--- src/hdl/cpvd_ram.sv ---
// cpvd_ram: generic single write port, single read port ram with registered read
// no dependencies; used for the definition and value tables
module cpvd_ram #(
    parameter int WIDTH = 8,
    parameter int DEPTH = 128
) (
    input  logic                     clk,
    input  logic                     wr_en,
    input  logic [$clog2(DEPTH)-1:0] wr_addr,
    input  logic [WIDTH-1:0]         wr_data,
    input  logic [$clog2(DEPTH)-1:0] rd_addr,
    output logic [WIDTH-1:0]         rd_data
);

    logic [WIDTH-1:0] mem [DEPTH];

    // write port
    always_ff @(posedge clk)
    begin
        if (wr_en)
        begin
            mem[wr_addr] <= wr_data;
        end
    end

    // registered read port
    always_ff @(posedge clk)
    begin
        rd_data <= mem[rd_addr];
    end

endmodule

--- config.mk ---
export PLATFORM = sky130hd
export DESIGN_NAME = cpvd_ram
export DESIGN_NICKNAME = d
export VERILOG_FILES = /design/src/hdl/cpvd_ram.sv
export SDC_FILE = /design/constraint.sdc
export NUM_CORES = 1
export LEC_CHECK = 0
export BUFFER_PORTS_ARGS = -buffer_cell sky130_fd_sc_hd__buf_2
export CAP_MARGIN = 20
export CORE_MARGIN = 4
export CORE_UTILIZATION = 50
export CTS_CLUSTER_SIZE = 16
export DETAILED_ROUTE_END_ITERATION = 8
export PLACE_DENSITY = 0.74
export SLEW_MARGIN = 30
export SYNTH_ARGS = -nofsm -noshare
export SYNTH_HDL_FRONTEND = slang
export SYNTH_SLANG_ARGS = --single-unit
--- constraint.sdc ---
create_clock -name clk -period 6.7 [get_ports clk]
set_clock_uncertainty 0.15 [all_clocks]
set_input_delay 1.005 -clock clk [delete_from_list [all_inputs] [get_ports clk]]
set_output_delay 1.005 -clock clk [all_outputs]
set_load 0.1 [all_outputs]
### Word level (Yosys, flattened, before mapping)

Memories as Yosys holds them, arrays and structs flattened. A register that Yosys moved wholly into a read port is not among the register bits.
Index checks and enable logic that the tools add are counted.

| word-level totals | value |
|---|---|
| flip-flop bits (word level) | 0 |
| RAM bits | 1024 |
| output and inout port bits | 8 |
| memories kept | 1 |

| operators by class | value |
|---|---|
| multiplexer cells | 2 |

Memory list:

| memory | words | bits a word | rd ports | clocked after Yosys merged registers in | wr ports | line | source |
|---|---|---|---|---|---|---|---|
| mem | 128 | 8 | 1 | 1 | 1 | 15 | `logic [WIDTH-1:0] mem [DEPTH];` |

Operators by type and width:

| kind | count |
|---|---|
| 1-bit two-way mux | 2 |

### Longest topological paths before layout

| logic depth | value |
|---|---|
| word-level depth | 2 |
| gate-level depth with buffers | 7 |

### Worst setup path after synthesis

No wires, ideal clock.

| path | value |
|---|---|
| kind | input -> register |
| start point | in rd_addr[0] |
| end point | reg rd_data[0] (read register of mem) |
| arrival | 3.388 ns |
| path slack | 3.041 ns |
| cell stages on the path | 6 |
| path through | clkbuf_1 buf_1 mux4_2 mux4_2 mux4_2 mux2_2 |

RTL lines:

| item | line | source |
|---|---|---|
| start: declaration | 11 | `input logic [$clog2(DEPTH)-1:0] rd_addr,` |
| end: declaration | 12 | `output logic [WIDTH-1:0] rd_data` |

==> flow_metrics.py <==
metrics = {
    "worst_setup_path": {
        "crit_path_cell_trace": "buf_8, buf_12, mux4_2, mux4_2, mux4_2, mux2_2",
        "crit_top_cell": "mux4_2",
        "crit_required_ns": 7.09,
        "start_kind": "primary input",
        "cp_max_fo": 83,
        "cp_slowest_stage_delay_ns": 0.64,
        "crit_path_start": "rd_addr[0]",
        "cp_slowest_cell": "mux4_2",
        "path_class": "in2reg",
        "end_kind": "flop",
        "arrival_ns": 4.16,
        "rr_startpoint": "mem[95][4]",
    },
    "worst_hold_path": {
        "min_from": "wr_data[2]",
        "hold_class": "in2reg",
    },
    "drt": {
        "num_vias": 17790,
        "postRouteAntennaNets": 0,
        "wl_met1_um": 32810,
        "wl_met2_um": 43770,
        "wl_um": 87770,
        "first_pass_iters": 5,
        "routedWlPerCell_um": 30.95,
        "viasPerCell": 6.273,
        "drtIter0Drc": 2159,
        "wl_met3_um": 8398,
        "highest-signal-layer": "met5",
        "drc": 0,
    },
    "power_and_ir_drop": {
        "clockPowerShare": 0.407,
        "seqPwrFrac": 0.540,
        "net-switching-power_uw": 2799,
        "sw_frac_of_total": 0.2115,
        "power_frac_comb": 0.053,
        "p_leak_uw": 0.01340,
        "internal_power_uw": 10430,
        "irDropWorstVdd_mv": 0.2672,
        "power_density_nw_per_um2": 299.2,
    },
    "grt": {
        "grt_remaining_overflow": 0,
        "grt_pass1_vias": 18260,
        "grt_max_degree": 124,
        "grt_pass1_wl_um": 128500,
        "antenna_found_initial": 4,
        "grt_use_total": 0.2135,
    },
    "die": {
        "ioPinCount": 32,
        "fp.dieW_um": 289.7,
        "core-area_um2": 78740,
        "start_util": 0.5037,
        "std_cell_rows": 103,
        "dieArea_um2": 83900,
        "die_h_um": 289.7,
    },
    "synth": {
        "synth-edff-count": 1024,
        "synth.top_cell.area_share": 0.7752,
        "postSynthAreaPerCell_um2": 24.26,
        "synthesis.area_um2": 39670,
        "synth_seq_area_share": 0.7793,
        "yosys_warnings": 0,
        "synth_flop_cell": "edfxtp_1",
        "ys_seq_elements": 1032,
        "synth_nets": 1659,
        "yosysUniqueCellTypes": 17,
        "synth-async-reset-ratio": 0,
        "yosys.cell_count.top_type": "edfxtp_1",
        "synthCells": 1635,
        "synth_top_cells_by_area": "edfxtp_1 78%, mux4_2 19%, nor2_1 1.2%",
        "yosys.area.top_type": "edfxtp_1",
        "ys_top_cells_by_count": "1024 x edfxtp_1, 336 x mux4_2, 122 x nor2_1, 44 x clkbuf_1, 18 x buf_1",
    },
    "placed_design": {
        "dp_hpwl_um": 50640,
        "dp.cells": 2656,
        "placed_area_um2": 41070,
        "place_congestion": 0.7899,
        "port_buffers": 31,
    },
    "clock_network": {
        "clk_pin_slew_ns": 0.07,
        "cts_made_buffers": 98,
        "cts_resized": 0,
        "clockRootBuffer": "clkbuf_16",
        "cts_max_path_buffers": 3,
        "post_cts_buffers": 0,
        "clock_latency_ns": 0.66,
        "htreeDepth": 3,
        "cts_sinks": 1032,
        "cts_tree": "built",
        "cts_hold_buf": 0,
    },
    "sta": {
        "max-slew-margin-rel": 0.3069,
        "hold_violations": 0,
        "setup_violations": 0,
        "fin_crit_sh": 0.5626,
        "worst_pin_slew_ns": 1.034,
        "rsz0062_at_grt": "no",
        "setup_tns_ns": 0,
        "period_minus_slack_ns": 3.769,
        "timing.fmax_mhz": 265.3,
        "maxSlewViolCount": 0,
    },
    "finish": {
        "instances_no_fill": 2836,
        "design_area_um2": 44230,
        "nNetsFinal": 1730,
        "drive_gt1_frac": 0.3137,
        "area_growth_pct": 11.51,
    },
    "job": {
        "maxCapViolCount": 0,
    },
    "status": {
        "outcome": "complete, no violations",
    },
}
layer usage:
| layer | up-vias | global-route usage |
|---|---|---|
| met1 | 9542 | 0.2908 |
| met2 | 950 | 0.3425 |
| met5 | - | 0 |
| met4 | 2 | 0.07353 |
| met3 | 132 | 0.05420 |
| li1 | 7163 | - |
critical path: cells and delay by family:
family	cells	cell delay, ns
muxes	4	2.00
buffers and inverters	2	0.94
through the flow:
stage / hold slack, ns / util / setup slack, ns / power (uW)
2_1_floorplan: 0.9237 / - / 3.041 / 7700
3_3_place_gp: 0.9789 / 0.5215 / 2.250 / 7965
3_5_place_dp: 0.9622 / 0.5216 / 2.231 / 7983
4_1_cts: 0.4133 / 0.5612 / 2.935 / 13290
5_1_grt: 0.4219 / 0.5617 / 2.753 / 13610
6_report: 0.4531 / 0.5617 / 2.931 / 13230
registers in the layout, indices dropped and copies added, names as in the netlist:
register  flops
mem        1024
rd_data       8
power groups by stage:
stage	sequential [uW]	clock (uW)	combinational [uW]
final	7150	5390	696
after global routing	7150	5730	732
after CTS	7150	5440	699
after detailed placement	7290	0	696
after global placement	7290	0	679
after floorplan	7340	0	361
layout by cell type, fill, tap and decap left out, types with 12 or more instances in the layout:
master,count
nor2_2,12
clkinv_1,23
nand3_1,12
clkbuf_16,98
mux4_2,336
clkinv_2,17
buf_4,34
edfxtp_1,1024
nor2_1,110
clkbuf_1,19
buf_2,20
cell type report:
class	instances	area [um^2]
timing repair buffer	60	456.7
clock buffer	117	2524
fill	5416	34510
tap	1050	1314
multi-input combinational	514	8428
sequential	1032	30910
antenna	4	10.01
clock inverter	59	590.6
path summary, 6_finish.rpt:
kind                               endpoint  slack (ns)  depth (start not counted)
worst max-delay path             rd_data[1]        2.93                          6
worst min register to register   rd_data[6]        1.00                          4
worst max register to register   rd_data[4]        4.06                          4
worst min-delay path            mem[110][2]        0.45                          1
cell families (layout without fill, tap and decap cells):
| family | count (synthesis) | in the layout | synth area share |
|---|---|---|---|
| buf+inv | 89 | 236 | 0.01013 |
| mux | 344 | 344 | 0.1930 |
| flops | 1032 | 1032 | 0.7793 |
| other cells | 0 | 4 | 0 |
| simple gates | 170 | 170 | 0.01757 |
(Power assumes the default switching activity.)
